## src/hdl/mmfs_pkg.sv

```systemverilog
`timescale 1ns / 1ps
`default_nettype none
// ----------------------------------------------------------------------------
// mmfs_pkg
// shared types and constants of the min-max feature scaler
// ----------------------------------------------------------------------------
package mmfs_pkg;

  localparam int DATA_W     = 32;
  localparam int FEATURE_W  = 6;
  localparam int OP_W       = 2;
  localparam int STATUS_W   = 2;
  localparam int FEAT_CMP_W = 11;  // holds any feature count up to 1024
  localparam int PROD_W     = 64;
  localparam int QUOT_W     = 41;  // quotient bits kept, larger ones saturate
  localparam int REM_W      = 32;

  localparam logic [OP_W-1:0] OP_FIT = 2'd0;
  localparam logic [OP_W-1:0] OP_FWD = 2'd1;
  localparam logic [OP_W-1:0] OP_INV = 2'd2;

  localparam logic [STATUS_W-1:0] STATUS_OK    = 2'd0;
  localparam logic [STATUS_W-1:0] STATUS_DEGEN = 2'd1;
  localparam logic [STATUS_W-1:0] STATUS_SAT   = 2'd2;

  localparam logic CFG_OUTPUT_LOW  = 1'b0;
  localparam logic CFG_OUTPUT_HIGH = 1'b1;

  localparam logic signed [DATA_W-1:0] Q_MAX         = 32'sh7FFF_FFFF;
  localparam logic signed [DATA_W-1:0] Q_MIN         = 32'sh8000_0000;
  localparam logic signed [DATA_W-1:0] OUT_LOW_RST   = 32'sh0000_0000;
  localparam logic signed [DATA_W-1:0] OUT_HIGH_RST  = 32'sh0001_0000;

  typedef struct packed {
    logic signed [DATA_W-1:0] lowest;
    logic signed [DATA_W-1:0] highest;
  } entry_t;

  typedef struct packed {
    logic                     start;
    logic [DATA_W-1:0]        mag_a;
    logic [DATA_W-1:0]        mag_b;
    logic [DATA_W-1:0]        mag_d;
    logic                     neg;
    logic signed [DATA_W-1:0] offset;
  } md_req_t;

  typedef struct packed {
    logic                     done;
    logic signed [DATA_W-1:0] value;
    logic [STATUS_W-1:0]      status;
  } md_rsp_t;

  typedef enum logic [2:0] {
    ST_CLEAR,
    ST_IDLE,
    ST_READ,
    ST_EVAL,
    ST_PREP,
    ST_CALC,
    ST_OUT
  } ctl_state_t;

  typedef enum logic [2:0] {
    MD_IDLE,
    MD_MUL,
    MD_CHECK,
    MD_DIV,
    MD_SIGN,
    MD_SUM
  } md_state_t;

endpackage
`default_nettype wire

```

## src/hdl/mmfs_table.sv

```systemverilog
`timescale 1ns / 1ps
`default_nettype none
// ----------------------------------------------------------------------------
// mmfs_table
// per-feature extremes memory, one write port, one registered read port
// ----------------------------------------------------------------------------
module mmfs_table #(
  parameter int DEPTH = 64,
  parameter int AW    = 6
) (
  input  wire logic            clk,
  input  wire logic            we,
  input  wire logic [AW-1:0]   waddr,
  input  wire mmfs_pkg::entry_t wdata,
  input  wire logic [AW-1:0]   raddr,
  output mmfs_pkg::entry_t     rdata
);

  mmfs_pkg::entry_t mem [DEPTH];
  mmfs_pkg::entry_t rdata_r;

  always_ff @(posedge clk) begin
    if (we) begin
      mem[waddr] <= wdata;
    end
  end

  always_ff @(posedge clk) begin
    rdata_r <= mem[raddr];
  end

  assign rdata = rdata_r;

endmodule
`default_nettype wire

```

## config.mk

```make
export PLATFORM = sky130hd
export DESIGN_NAME = mmfs_table
export DESIGN_NICKNAME = d
export VERILOG_FILES = /design/src/hdl/mmfs_pkg.sv /design/src/hdl/mmfs_table.sv
export SDC_FILE = /design/constraint.sdc
export NUM_CORES = 2
export LEC_CHECK = 0
export BUFFER_PORTS_ARGS = -buffer_cell sky130_fd_sc_hd__buf_2
export CAP_MARGIN = 5
export CORE_MARGIN = 1
export CORE_UTILIZATION = 55
export CTS_CLUSTER_DIAMETER = 100
export CTS_CLUSTER_SIZE = 20
export DETAILED_ROUTE_END_ITERATION = 10
export HOLD_SLACK_MARGIN = 0.02
export PLACE_DENSITY = 0.82
export SETUP_SLACK_MARGIN = 0.3
export SYNTH_ARGS = -nofsm -noshare
export SYNTH_HDL_FRONTEND = slang
export SYNTH_SLANG_ARGS = --single-unit
export TNS_END_PERCENT = 100
```

## constraint.sdc

```tcl
create_clock -name clk -period 9.1 [get_ports clk]
set_input_delay 1.82 -clock clk [delete_from_list [all_inputs] [get_ports clk]]
set_output_delay 1.82 -clock clk [all_outputs]
set_load 0.02 [all_outputs]
```

**Word-level counts from Yosys, hierarchy flattened**

Memories as Yosys holds them, arrays and structs flattened. A register that Yosys moved wholly into a read port is not among the register bits.
Index checks and enable logic that the tools add are counted.

- Register bits: 0
- RAM bits: 4096
- Output and inout port bits: 64
- Logic and storage cells: 3
- Memories kept: 1

Memory list:

| name | depth | width | rd ports | clocked after memory_dff | write ports | RTL line | text |
|---|---|---|---|---|---|---|---|
| mem | 64 | 64 | 1 | 1 | 1 | mmfs_table.sv:19 | `mmfs_pkg::entry_t mem [DEPTH];` |

- Muxes and demuxes: 2

Operators with widths:

| cell | count |
|---|---|
| $mux W1 | 2 |

**Logic depth before layout (Yosys ltp)**

- Depth after elaboration: 2
- Mapped depth: 9
- Mapped depth without buffers: 5

**Least setup slack after synthesis**

No wires, ideal clock.

- Path kind: in2reg
- Start point: in waddr[3]
- End point: mem mem[48][0] in the netlist's numbering, enable pin
- Setup time: 0.564 ns
- Arrival: 6.692 ns
- Required time: 8.536 ns
- Setup slack: 1.844 ns
- Stages: 4
- Path buffers: 1
- Cells stage by stage: clkbuf_1 nor2b_1 nand4b_1 nor3_1

RTL lines:

| element | RTL line | text |
|---|---|---|
| from (decl) | mmfs_table.sv:13 | `input wire logic [AW-1:0] waddr,` |
| to (decl) | mmfs_table.sv:19 |  |

No word-level cell before the write port.

==> impl_metrics.tcl <==
set metrics [dict create \
    run_status "complete, no violations" \
    path_delay_family "buffers and inverters" \
    tns_ns 0 \
    final.period_utilization 0.530 \
    crit_start "raddr[2]" \
    synth_mux_area_frac 0.156 \
    max_stage_delay_ns 0.91 \
    grt_max_degree 123 \
    synth-seq-cells 4160 \
    worst_hold_slack_ns 0.848 \
    core_um2 283000 \
    synthTopCellsByArea "edfxtp_1, mux4_2, mux2i_1" \
    synth_enable_flop_cells 4096 \
    max-slew-margin-rel 0.0653 \
    ctsHoldBuffers 0 \
    htree_levels 4 \
    required_ns 9.97 \
    syn_area_per_cell_um2 23.7 \
    syn-num-nets 6676 \
    rsz0062_at_grt "no" \
    rows 195 \
    synthAdderAreaFrac 0 \
    drive_gt1_frac 0.242 \
    cts_resized 0 \
    remaining_drc_errors 0 \
    die_w_um 535 \
    switching_power_w 0.00732 \
    yosysSeqAreaShare 0.795 \
    crit_chain "buf_8 -> nor2b_4 -> buf_4 -> buf_4 -> a22oi_1 -> and3_1 -> a211oi_1 -> buf_4" \
    synth_ff_type "edfxtp_1" \
    final_max_slew_viol_count 0 \
    die_h_um 535 \
    dp_hpwl_um 215000 \
    path_clk_slew_ns 0.08 \
    pwr-share-comb 0.055 \
    r2r_slack_ns 6.69 \
    postCtsSetupBuffers 0 \
    clk_latency_ns 1.00 \
    crit_path_start_kind "input port" \
    cts-buffers-inserted 234 \
    async_flop_share 0 \
    slowest_stage "buf_4" \
    place_congestion 0.824 \
    cts_sinks 4160 \
    tritoncts "built" \
    hp-class "flop to flop" \
    r2r-end "rdata[26]" \
    mappedNetlistArea_um2 156000 \
    clock.fmax_ghz 0.207 \
    hold-path-cell-count 4 \
    drtAntennaViolNets 0 \
    reg2reg_from "mem[8][26]" \
    tightestPinTransition_ns 1.40 \
    grt_pass1_wl_um 603000 \
    io_buffers 141 \
    regArea_um2 124000 \
    power_density_nw_per_um2 202 \
    finalSetupViolCount 0 \
    drtIter0Drc 13200 \
    routed_wl_um 435000 \
    crit_top_cell "buf_4" \
    arrival_ns 5.69 \
    synth_largest_area_cell "edfxtp_1" \
    r2r_cells 5 \
    via_per_inst 7.28 \
    nets 6856 \
    synthDistinctLibCells 33 \
    vias 78100 \
    dr.pass1.iters 9 \
    synthXorXnorAreaFrac 0 \
    synthTopCellsByCount "edfxtp_1, mux4_2, buf_2" \
    antenna_found_initial 42 \
    synth_compound_area_frac 0.0248 \
    path_class "input port to flop" \
    critPathMaxFanout 92 \
    synth_top_family_by_area "multiplexers" \
    netlist_instances 6598 \
    clock_path_buffers 4 \
    p_clk_frac 0.319 \
    leakage_nw 51.3 \
    synthSimpleGateAreaFrac 0.0124 \
    swShare 0.215 \
    nFillCells 18000 \
    seqPwrFrac 0.626 \
    hold_viol 0 \
    ir_drop_v 0.000209 \
    routedWlPerCell_um 40.5 \
    synth_top_area_share 0.787 \
    p_int_w 0.0267 \
    area_delta_synth_final_pct 7.94 \
    initial_core_util 0.553 \
    synth_warnings 0 \
    path_buf_inv 4 \
    pin_count 142 \
    track_usage 0.304 \
    grt-ovfl-total 0 \
    end_kind "flop" \
    path_depth 8 \
    first_global_vias 79800 \
    cts-root-buf "clkbuf_16" \
    period_minus_slack_ns 4.82 \
    endpoint "rdata[6]" \
    clock_skew_ns 0.0892 \
    multi_input_area_um2 30800 \
    maxCapViolations 0 \
    synth_most_common_cell "edfxtp_1" \
    die-area_um2 286000 \
]
layout make-up:
type	instances	share of cell area
timing repair buffer	314	0.0136
clock inverter	7	0.000563
inverter	19	0.000423
sequential	4160	0.736
clock buffer	409	0.0386
multi-input combinational	2049	0.182
antenna	26	0.000386
tap	3743	0.0277
power by group through the flow:
stage / sequential (W) / clock (W) / combinational [W]
2_1_floorplan: 0.0217 / 0 / 0.000988
3_3_place_gp: 0.0217 / 0 / 0.00173
3_5_place_dp: 0.0217 / 0 / 0.00179
4_1_cts: 0.0213 / 0.0108 / 0.00183
5_1_grt: 0.0213 / 0.0114 / 0.00191
6_report: 0.0213 / 0.0109 / 0.00186
metal layers:
layer | share of wire | global-route usage
met5 | 0.00051 | 0
met4 | 0.075 | 0.194
met3 | 0.14 | 0.0797
met2 | 0.48 | 0.488
met1 | 0.31 | 0.369
sequential cells by signal, indices dropped and copies added (netlist names):
register / cells
rdata: 64
mem: 4096
how the worst min path moves through the flow:
stage	start	end	slack, ns
floorplan	mem[30][61]	rdata[61]	0.79
global route	mem[39][32]	rdata[32]	0.87
detailed placement	mem[36][32]	rdata[32]	0.83
CTS	mem[36][32]	rdata[32]	0.85
global placement	mem[36][30]	rdata[30]	0.81
finish	mem[39][32]	rdata[32]	0.85
layout by cell type, fill, tap and decap left out, types with 2 or more instances in the layout:
master / synthesis / routed
a211oi_1: 63 / 62
a22o_1: 88 / 88
a22oi_1: 168 / 168
a2bb2oi_1: 19 / 19
a31oi_1: 18 / 18
a41oi_1: 26 / 26
and3_1: 64 / 64
buf_12: 0 / 21
buf_2: 170 / 138
buf_4: 34 / 153
buf_8: 0 / 2
clkbuf_1: 140 / 175
clkbuf_16: 0 / 234
clkinv_8: 0 / 3
dfxtp_1: 64 / 64
diode_2: 0 / 26
edfxtp_1: 4096 / 4096
inv_1: 19 / 19
inv_6: 0 / 3
mux2i_1: 135 / 135
mux4_2: 1024 / 1024
nand2_1: 58 / 56
nand2_2: 0 / 2
nand2b_1: 11 / 9
nand3_1: 45 / 45
nand3b_1: 2 / 2
nand4_1: 2 / 2
nor2_1: 112 / 47
nor2_4: 0 / 65
nor2b_1: 28 / 24
nor2b_4: 0 / 3
nor3_2: 0 / 2
o221ai_1: 38 / 38
o22ai_1: 83 / 83
or2_2: 28 / 28
or3_1: 29 / 29
stage by stage:
| step | cells | util | setup slack [ns] | cell area, um2 | total power, W |
|---|---|---|---|---|---|
| 3_5_place_dp | 10300 | 0.574 | 3.65 | 162000 | 0.0235 |
| 3_3_place_gp | 10300 | 0.574 | 3.78 | 162000 | 0.0234 |
| 2_1_floorplan | 6598 | - | 1.84 | 156000 | 0.0227 |
| 5_1_grt | 10700 | 0.597 | 4.38 | 169000 | 0.0346 |
| 4_1_cts | 10700 | 0.597 | 4.53 | 169000 | 0.0340 |
| 6_report | 10700 | 0.597 | 4.28 | 169000 | 0.0340 |
logic make-up (layout without fill, tap and decap cells):
kind of cell / Yosys count / in the layout
mux: 1159 / 1159
simple gates: 386 / 386
other cells: 0 / 26
buf+inv: 389 / 749
compound gates: 504 / 504
flops: 4160 / 4160
worst min-delay path, cell delays in order, from the launching register on:
cell      delay [ns]
edfxtp_1        0.33
mux4_2          0.22
a22oi_1         0.06
nand3_1         0.08
and3_1          0.14
(Power assumes the default switching activity.)
