===== src/hdl/mmfs_pkg.sv =====
`timescale 1ns / 1ps
`default_nettype none
// ----------------------------------------------------------------------------
// mmfs_pkg
// shared types and constants of the min-max feature scaler
// ----------------------------------------------------------------------------
package mmfs_pkg;

  localparam int DATA_W     = 32;
  localparam int FEATURE_W  = 6;
  localparam int OP_W       = 2;
  localparam int STATUS_W   = 2;
  localparam int FEAT_CMP_W = 11;  // holds any feature count up to 1024
  localparam int PROD_W     = 64;
  localparam int QUOT_W     = 41;  // quotient bits kept, larger ones saturate
  localparam int REM_W      = 32;

  localparam logic [OP_W-1:0] OP_FIT = 2'd0;
  localparam logic [OP_W-1:0] OP_FWD = 2'd1;
  localparam logic [OP_W-1:0] OP_INV = 2'd2;

  localparam logic [STATUS_W-1:0] STATUS_OK    = 2'd0;
  localparam logic [STATUS_W-1:0] STATUS_DEGEN = 2'd1;
  localparam logic [STATUS_W-1:0] STATUS_SAT   = 2'd2;

  localparam logic CFG_OUTPUT_LOW  = 1'b0;
  localparam logic CFG_OUTPUT_HIGH = 1'b1;

  localparam logic signed [DATA_W-1:0] Q_MAX         = 32'sh7FFF_FFFF;
  localparam logic signed [DATA_W-1:0] Q_MIN         = 32'sh8000_0000;
  localparam logic signed [DATA_W-1:0] OUT_LOW_RST   = 32'sh0000_0000;
  localparam logic signed [DATA_W-1:0] OUT_HIGH_RST  = 32'sh0001_0000;

  typedef struct packed {
    logic signed [DATA_W-1:0] lowest;
    logic signed [DATA_W-1:0] highest;
  } entry_t;

  typedef struct packed {
    logic                     start;
    logic [DATA_W-1:0]        mag_a;
    logic [DATA_W-1:0]        mag_b;
    logic [DATA_W-1:0]        mag_d;
    logic                     neg;
    logic signed [DATA_W-1:0] offset;
  } md_req_t;

  typedef struct packed {
    logic                     done;
    logic signed [DATA_W-1:0] value;
    logic [STATUS_W-1:0]      status;
  } md_rsp_t;

  typedef enum logic [2:0] {
    ST_CLEAR,
    ST_IDLE,
    ST_READ,
    ST_EVAL,
    ST_PREP,
    ST_CALC,
    ST_OUT
  } ctl_state_t;

  typedef enum logic [2:0] {
    MD_IDLE,
    MD_MUL,
    MD_CHECK,
    MD_DIV,
    MD_SIGN,
    MD_SUM
  } md_state_t;

endpackage
`default_nettype wire


===== src/hdl/mmfs_muldiv.sv =====
`timescale 1ns / 1ps
`default_nettype none
// ----------------------------------------------------------------------------
// mmfs_muldiv
// a*b/d + offset with truncation toward zero and signed 32-bit clamp
// ----------------------------------------------------------------------------
module mmfs_muldiv (
  input  wire logic              clk,
  input  wire logic              rst_n,
  input  wire mmfs_pkg::md_req_t req,
  output mmfs_pkg::md_rsp_t      rsp
);

  localparam int DW    = mmfs_pkg::DATA_W;
  localparam int PW    = mmfs_pkg::PROD_W;
  localparam int QW    = mmfs_pkg::QUOT_W;
  localparam int RW    = mmfs_pkg::REM_W;
  localparam int SW    = QW + 1;        // signed quotient
  localparam int AWID  = QW + 2;        // quotient plus offset
  localparam int CNT_W = $clog2(QW);

  mmfs_pkg::md_state_t state_r, state_nxt;
  logic [DW-1:0]        a_r, a_nxt, b_r, b_nxt, d_r, d_nxt;
  logic                 neg_r, neg_nxt;
  logic signed [DW-1:0] off_r, off_nxt;
  logic [PW-1:0]        prod_r, prod_nxt;
  logic [RW-1:0]        rem_r, rem_nxt;
  logic [QW-1:0]        quo_r, quo_nxt;
  logic [CNT_W-1:0]     cnt_r, cnt_nxt;
  logic                 ovf_r, ovf_nxt;
  logic [SW-1:0]        qs_r, qs_nxt;
  mmfs_pkg::md_rsp_t    rsp_r, rsp_nxt;

  logic [RW:0]          shifted;
  logic [RW:0]          sub;
  logic                 ge;
  logic [AWID-1:0]      sum;
  logic [SW-1:0]        q_ext;
  logic                 sum_hi, sum_lo;

  always_comb begin
    shifted = {rem_r, quo_r[QW-1]};
    sub     = shifted - {1'b0, d_r};
    ge      = shifted >= {1'b0, d_r};
    q_ext   = {1'b0, quo_r};
    sum     = {qs_r[SW-1], qs_r} + {{(AWID-DW){off_r[DW-1]}}, off_r};
    // out of range when the bits above bit 31 are not all copies of it
    sum_hi  = !sum[AWID-1] && (sum[AWID-2:DW-1] != '0);
    sum_lo  = sum[AWID-1] && (sum[AWID-2:DW-1] != '1);

    state_nxt = state_r;
    a_nxt     = a_r;
    b_nxt     = b_r;
    d_nxt     = d_r;
    neg_nxt   = neg_r;
    off_nxt   = off_r;
    prod_nxt  = prod_r;
    rem_nxt   = rem_r;
    quo_nxt   = quo_r;
    cnt_nxt   = cnt_r;
    ovf_nxt   = ovf_r;
    qs_nxt    = qs_r;
    rsp_nxt   = rsp_r;
    rsp_nxt.done = 1'b0;

    case (state_r)
      mmfs_pkg::MD_IDLE: begin
        if (req.start) begin
          a_nxt     = req.mag_a;
          b_nxt     = req.mag_b;
          d_nxt     = req.mag_d;
          neg_nxt   = req.neg;
          off_nxt   = req.offset;
          state_nxt = mmfs_pkg::MD_MUL;
        end
      end
      mmfs_pkg::MD_MUL: begin
        prod_nxt  = PW'(a_r) * PW'(b_r);
        state_nxt = mmfs_pkg::MD_CHECK;
      end
      mmfs_pkg::MD_CHECK: begin
        // top bits already at or above d: quotient needs more than QW bits
        if (RW'(prod_r[PW-1:QW]) >= d_r) begin
          ovf_nxt   = 1'b1;
          state_nxt = mmfs_pkg::MD_SIGN;
        end else begin
          ovf_nxt   = 1'b0;
          rem_nxt   = RW'(prod_r[PW-1:QW]);
          quo_nxt   = prod_r[QW-1:0];
          cnt_nxt   = CNT_W'(QW - 1);
          state_nxt = mmfs_pkg::MD_DIV;
        end
      end
      mmfs_pkg::MD_DIV: begin
        // restoring step, quotient bits shift in from the bottom
        rem_nxt = ge ? sub[RW-1:0] : shifted[RW-1:0];
        quo_nxt = {quo_r[QW-2:0], ge};
        cnt_nxt = cnt_r - 1'b1;
        if (cnt_r == '0) begin
          state_nxt = mmfs_pkg::MD_SIGN;
        end
      end
      mmfs_pkg::MD_SIGN: begin
        if (!ovf_r) begin
          ovf_nxt = quo_r[QW-1] && (quo_r[QW-2:0] != '0);
        end
        qs_nxt    = neg_r ? (-q_ext) : q_ext;
        state_nxt = mmfs_pkg::MD_SUM;
      end
      mmfs_pkg::MD_SUM: begin
        rsp_nxt.done = 1'b1;
        if (ovf_r) begin
          rsp_nxt.value  = neg_r ? mmfs_pkg::Q_MIN : mmfs_pkg::Q_MAX;
          rsp_nxt.status = mmfs_pkg::STATUS_SAT;
        end else if (sum_hi) begin
          rsp_nxt.value  = mmfs_pkg::Q_MAX;
          rsp_nxt.status = mmfs_pkg::STATUS_SAT;
        end else if (sum_lo) begin
          rsp_nxt.value  = mmfs_pkg::Q_MIN;
          rsp_nxt.status = mmfs_pkg::STATUS_SAT;
        end else begin
          rsp_nxt.value  = sum[DW-1:0];
          rsp_nxt.status = mmfs_pkg::STATUS_OK;
        end
        state_nxt = mmfs_pkg::MD_IDLE;
      end
      default: begin
        state_nxt = mmfs_pkg::MD_IDLE;
      end
    endcase
  end

  always_ff @(posedge clk) begin
    if (!rst_n) begin
      state_r <= mmfs_pkg::MD_IDLE;
      rsp_r   <= '0;
    end else begin
      state_r <= state_nxt;
      rsp_r   <= rsp_nxt;
    end
  end

  always_ff @(posedge clk) begin
    a_r          <= a_nxt;
    b_r          <= b_nxt;
    d_r          <= d_nxt;
    neg_r        <= neg_nxt;
    off_r        <= off_nxt;
    prod_r       <= prod_nxt;
    rem_r        <= rem_nxt;
    quo_r        <= quo_nxt;
    cnt_r        <= cnt_nxt;
    ovf_r        <= ovf_nxt;
    qs_r         <= qs_nxt;
  end

  assign rsp = rsp_r;

endmodule
`default_nettype wire


===== config.mk =====
export PLATFORM = sky130hd
export DESIGN_NAME = mmfs_muldiv
export DESIGN_NICKNAME = d
export VERILOG_FILES = /design/src/hdl/mmfs_pkg.sv /design/src/hdl/mmfs_muldiv.sv
export SDC_FILE = /design/constraint.sdc
export NUM_CORES = 2
export LEC_CHECK = 0
export BUFFER_PORTS_ARGS = -buffer_cell sky130_fd_sc_hd__clkbuf_2
export CAP_MARGIN = 20
export CORE_ASPECT_RATIO = 1.75
export CORE_MARGIN = 4
export CORE_UTILIZATION = 59
export DETAILED_ROUTE_END_ITERATION = 8
export PLACE_DENSITY = 0.79
export SLEW_MARGIN = 20
export SYNTH_ARGS = -nofsm -noshare
export SYNTH_HDL_FRONTEND = slang
export SYNTH_SLANG_ARGS = --single-unit

===== constraint.sdc =====
create_clock -name clk -period 14 [get_ports clk]
set_input_delay 0.7 -clock clk [delete_from_list [all_inputs] [get_ports clk]]
set_output_delay 0.7 -clock clk [all_outputs]
set_load 0.01 [all_outputs]

Word level (Yosys, flattened, before mapping)
Index checks and enable logic that the tools add are counted.
- flip-flop bits (word level): 353
- word-level logic and storage cells: 65
- latch bits: 0
- input bits: 132
- bits in read-only memories: 0
- RAM bits: 0
- memories: 0
- output and inout port bits: 35
- $lt $le $gt $ge: 2
- mux-type cells: 20
- add/sub/neg operators: 4
- equality and inequality tests: 9
- divide/modulo/power cells: 0
- reductions and logical operators: 13
- shift-type cells: 0
- $mul: 1
- bitwise gates (word level): 0
- operators by type and width (kind ; count):
    $mux W34 ; 3
    $mux W32 ; 3
    $mux W41 ; 2
    $pmux W41 S2 ; 1
    $mul A32 B32 Y64 ; 1
    $pmux W32 S2 ; 1
    $add A42 B32 Y43 ; 1
    $neg A41 Y42 ; 1
    $reduce_bool A40 Y1 ; 1
    $mux W35 ; 1
    $ge A33 B32 Y1 ; 1
    $ge A23 B32 Y1 ; 1
    $sub A32 B32 Y32 ; 1
    $pmux W3 S5 ; 1
    $pmux W6 S2 ; 1
    $ne A11 B11 Y1 const B ; 1
    $reduce_bool A11 Y1 ; 1
    $mux W3 ; 3
    $eq A3 B2 Y1 const B ; 2
    $eq A3 B3 Y1 const B ; 2
    $logic_not A6 Y1 ; 1
    $mux W6 ; 1
    $ne A2 B2 Y1 const B ; 3
    $reduce_and A2 Y1 ; 3
    8 further kinds ; 12

Longest topological paths before layout
- word-level depth: 7
- depth in mapped cells: 30
- gate-level depth less buffers: 28

Least setup slack after synthesis
Ideal clock, no wire load.
- kind: register -> register
- start point: reg state_r[0]
- end point: reg a_r[0], enable pin
- cell stages (with the launch flop): 3
- data required time: 13.022 ns
- clock period less this slack: 14.646 ns
- path slack: -0.646 ns
- library setup time: 0.978 ns
- arrival: 13.668 ns
- buffers on the path: 1
- path through: dfxtp_1 > clkbuf_1 > nor4b_1
- longest elaborated chain between the ends: 2
- ends and longest elaborated chain (item ; RTL line ; source):
    from (decl) ; mmfs_muldiv.sv:22 ; mmfs_pkg::md_state_t state_r, state_nxt;
    from (signal assigned) ; mmfs_muldiv.sv:135 ; state_r <= mmfs_pkg::MD_IDLE;
    from (signal assigned) ; mmfs_muldiv.sv:138 ; state_r <= state_nxt;
    $logic_not A3 Y1 ; mmfs_muldiv.sv:66 ; case (state_r)
    $reduce_and A2 Y1 (no line) ; -- ;
    to (signal assigned) ; mmfs_muldiv.sv:144 ; a_r <= a_nxt;
    to (decl) ; mmfs_muldiv.sv:23 ; logic [DW-1:0] a_r, a_nxt, b_r, b_nxt, d_r, d_nxt;
No other way between the ends.
A chain may end at the register's enable or synchronous reset.

Worst setup path after layout
- start point: reg b_r[3]
- end point: reg prod_r[63], data pin
- longest elaborated chain between the ends: 1
- ends and longest elaborated chain (item ; RTL line ; source):
    from (decl) ; mmfs_muldiv.sv:23 ;
    from (signal assigned) ; mmfs_muldiv.sv:145 ; b_r <= b_nxt;
    $mul A32 B32 Y64 ; mmfs_muldiv.sv:78 ; prod_nxt = PW'(a_r) * PW'(b_r);
    to (signal assigned) ; mmfs_muldiv.sv:149 ; prod_r <= prod_nxt;
    to (decl) ; mmfs_muldiv.sv:26 ; logic [PW-1:0] prod_r, prod_nxt;
No other way between the ends.

==> impl_metrics.py <==
metrics = {
    "floorplan": {
        "start_util_pct": 59.7,
        "rows": 141,
        "die_y_um": 395,
        "ios": 167,
        "core_sq_um": 84700,
        "dieArea_sq_um": 90600,
        "die_w_um": 229,
    },
    "synthesis": {
        "async_flop_share_pct": 0,
        "synth_compound_area_share_pct": 7.35,
        "yosys_warnings": 0,
        "synthTopCellsByArea": "fa_1 36%, edfxtp_1 19%, ha_1 9.0%, and2_1 7.4%, inv_1 6.8%",
        "synth.largest_area_cell": "fa_1",
        "synth.avg_cell_area_sq_um": 9.76,
        "synth_top_family_by_area": "adder cells",
        "synth_top_area_share_pct": 35.6,
        "synth.net_count": 6576,
        "yosysUniqueCellTypes": 80,
        "ys_seq_area_share_pct": 20.2,
        "synth_edf_count": 315,
        "yosys_most_used_dff": "edfxtp_1",
        "synthSimpleGateAreaFrac_pct": 16.2,
        "yosys-top-cells-count": "921 x inv_1, 898 x fa_1, 696 x nand2_1, 599 x and2_1, 363 x ha_1",
        "synth.most_common_cell": "inv_1",
        "postSynthCellCount": 5183,
        "synthAdderAreaFrac_pct": 44.5,
        "ys_ff_latch": 352,
        "synthXorXnorAreaFrac_pct": 2.75,
        "syn-cell-area_sq_um": 50600,
        "synth_mux_area_share_pct": 0.0594,
    },
    "critical_path": {
        "slowest_stage": "edfxtp_1",
        "slowest_delay_ns": 1.13,
        "crit_chain": "and2_1 > fa_1 > inv_1 > fa_1 > fa_1 > fa_1 > inv_1 > fa_1 > inv_1 > fa_1 > inv_1 > fa_1 > fa_1 > ha_1 > nand4_1 > or2_2 > o31ai_1 > o21ai_0 > a211o_1 > a211oi_1 > o31ai_1 > a21boi_0 > nor4_1 > a311oi_1",
        "cp-start-kind": "register",
        "worstPathRequired_ns": 14.40,
        "endpoint_kind": "register",
        "critical_path_arrival_ns": 9.74,
        "crit_type": "reg2reg",
        "crit_fanout": 32,
        "crit_path_frequent_cell": "fa_1",
    },
    "route": {
        "wl_um": 132000,
        "route.detailed.drc": 0,
        "drtPass1Iterations": 5,
        "vias": 37100,
        "first_iter_violations": 2429,
        "wl_per_cell_um": 20.9,
        "drtAntennaViolNets": 0,
        "vias_per_cell": 5.88,
    },
    "placed_design": {
        "place_ws_ns": 4.88,
        "numPortBuffers": 165,
        "gp_congestion": 0.944,
        "hpwlAfterDp_um": 97000,
    },
    "timing": {
        "finalSetupViolCount": 0,
        "fin_hold_ws_ns": 0.248,
        "fin_crit_sh_pct": 66.7,
        "report.final.slew_viol_count": 0,
        "finalSetupTns_ns": 0,
        "worst-slew-pin-transition_ns": 1.18,
        "min_period_ns": 9.34,
        "grt_setup_unrepaired": "false",
        "clock_skew_ns": 0.0482,
        "slew_headroom_pct": 21.7,
        "setup_slack_ns": 4.66,
        "clock.fmax_ghz": 0.107,
        "final_hold_viol_count": 0,
    },
    "final_layout": {
        "nets": 6587,
        "ff_latch_area_sq_um": 10200,
        "multi_input_area_sq_um": 36000,
        "area_delta_synth_final_pct": 6.27,
        "fillerInstances": 6783,
        "drive_gt1_share_pct": 6.30,
        "post-route-util_pct": 63.5,
    },
    "clock_network": {
        "cts_tree": "yes",
        "clock-sinks": 352,
        "clk_latency_ns": 0.63,
        "clk_pin_slew_worst_paths_ns": 0.07,
        "hold_buffers": 0,
        "htree_levels": 2,
        "cts_resized": 0,
        "cts_buffers": 39,
        "cts_buffer_depth": 3,
        "postCtsSetupRepairBufs": 0,
        "clockRootBuffer": "clkbuf_16",
    },
    "grt": {
        "grt_usage_pct": 29.4,
        "use_met1_pct": 32.6,
        "antenna_found_initial": 6,
        "met2_usage_pct": 52.6,
        "grt.busiest_layer": "met2",
        "globalRouteOverflowTotal": 0,
        "grt_max_degree": 130,
        "grt_pass1_vias": 40500,
        "use_met3_pct": 5.62,
        "grt_pass1_wl_um": 210000,
    },
    "worst_hold_path": {
        "hold_class": "in2reg",
    },
    "outcome": {
        "status": "completed",
    },
    "job": {
        "drv_cap": 0,
    },
}
==> final cells by class <==
class,count,area share (%)
Inverter,921,6.43
Clock inverter,28,0.692
Tap cell,1072,2.50
Multi-Input combinational cell,3643,66.9
Sequential cell,352,19.0
Timing Repair Buffer,237,2.62
Clock buffer,43,1.86
Antenna cell,2,0.00931
==> cells by family (layout without fill, tap and decap cells) <==
group / Yosys count / after routing
AND/OR/NAND/NOR: 1636 / 1636
adder cells (fa/ha/maj): 1261 / 1261
buffers and inverters: 1188 / 1229
AO/OA/AOI/OAI: 583 / 583
flip-flops: 352 / 352
XOR/XNOR: 159 / 159
multiplexers: 3 / 3
other: 1 / 3
==> state kept, by name, summed over array words and instances (netlist names) <==
| signal | cells |
|---|---|
| a_r | 32 |
| cnt_r | 6 |
| prod_r | 64 |
| d_r | 32 |
| neg_r | 1 |
| ovf_r | 1 |
| quo_r | 41 |
| state_r | 3 |
| off_r | 32 |
| rem_r | 32 |
| qs_r | 42 |
| b_r | 32 |
| rsp | 34 |
==> per-layer routing <==
layer	part of all wire, %	vias to the layer above
met5	0.017	-
met4	7.1	4
met3	7.8	573
met2	51	1749
met1	34	18500
li1	-	16200
==> path summary, 6_finish.rpt <==
kind                             from              endpoint  slack, ns  cells after the start
hold reg to reg   prod_r[6]$_DFFE_PP_    quo_r[6]$_DFFE_PP_       0.50                      2
setup / recovery     b_r[3]$_DFFE_PP_  prod_r[63]$_DFFE_PP_       4.66                     24
hold / removal               req[124]     a_r[27]$_DFFE_PP_       0.25                      1
setup reg to reg     b_r[3]$_DFFE_PP_  prod_r[63]$_DFFE_PP_       4.66                     24
==> stage by stage <==
stage / instance area [sq um] / instances
after floorplan: 50600 / 5183
after global placement: 52300 / 6222
after detailed placement: 52300 / 6222
after CTS: 53700 / 6293
after global routing: 53700 / 6296
final: 53700 / 6298
==> cell usage in the layout (no fill, tap or decap), types with 61 or more instances in the layout <==
cell / n
and2_1: 599
a21oi_1: 170
ha_1: 363
clkbuf_2: 165
a21o_1: 86
fa_1: 898
o21ai_0: 140
inv_1: 921
nor2_1: 82
nand3_1: 61
buf_4: 68
edfxtp_1: 315
nand2_1: 696
xnor2_1: 121
==> critical path: cells and delay by family, from the launching register on <==
| kind | cells | cell delay, ns |
|---|---|---|
| DFF | 1 | 1.13 |
| AOI/OAI and AO/OA | 7 | 2.58 |
| buffers and inverters | 4 | 0.24 |
| adders and majority gates | 9 | 4.24 |
| and+or+nand+nor | 4 | 0.92 |
Power is left out: the tool's default activity adds up to more than one toggle a clock period on the data nets, which glitch-free logic cannot reach.
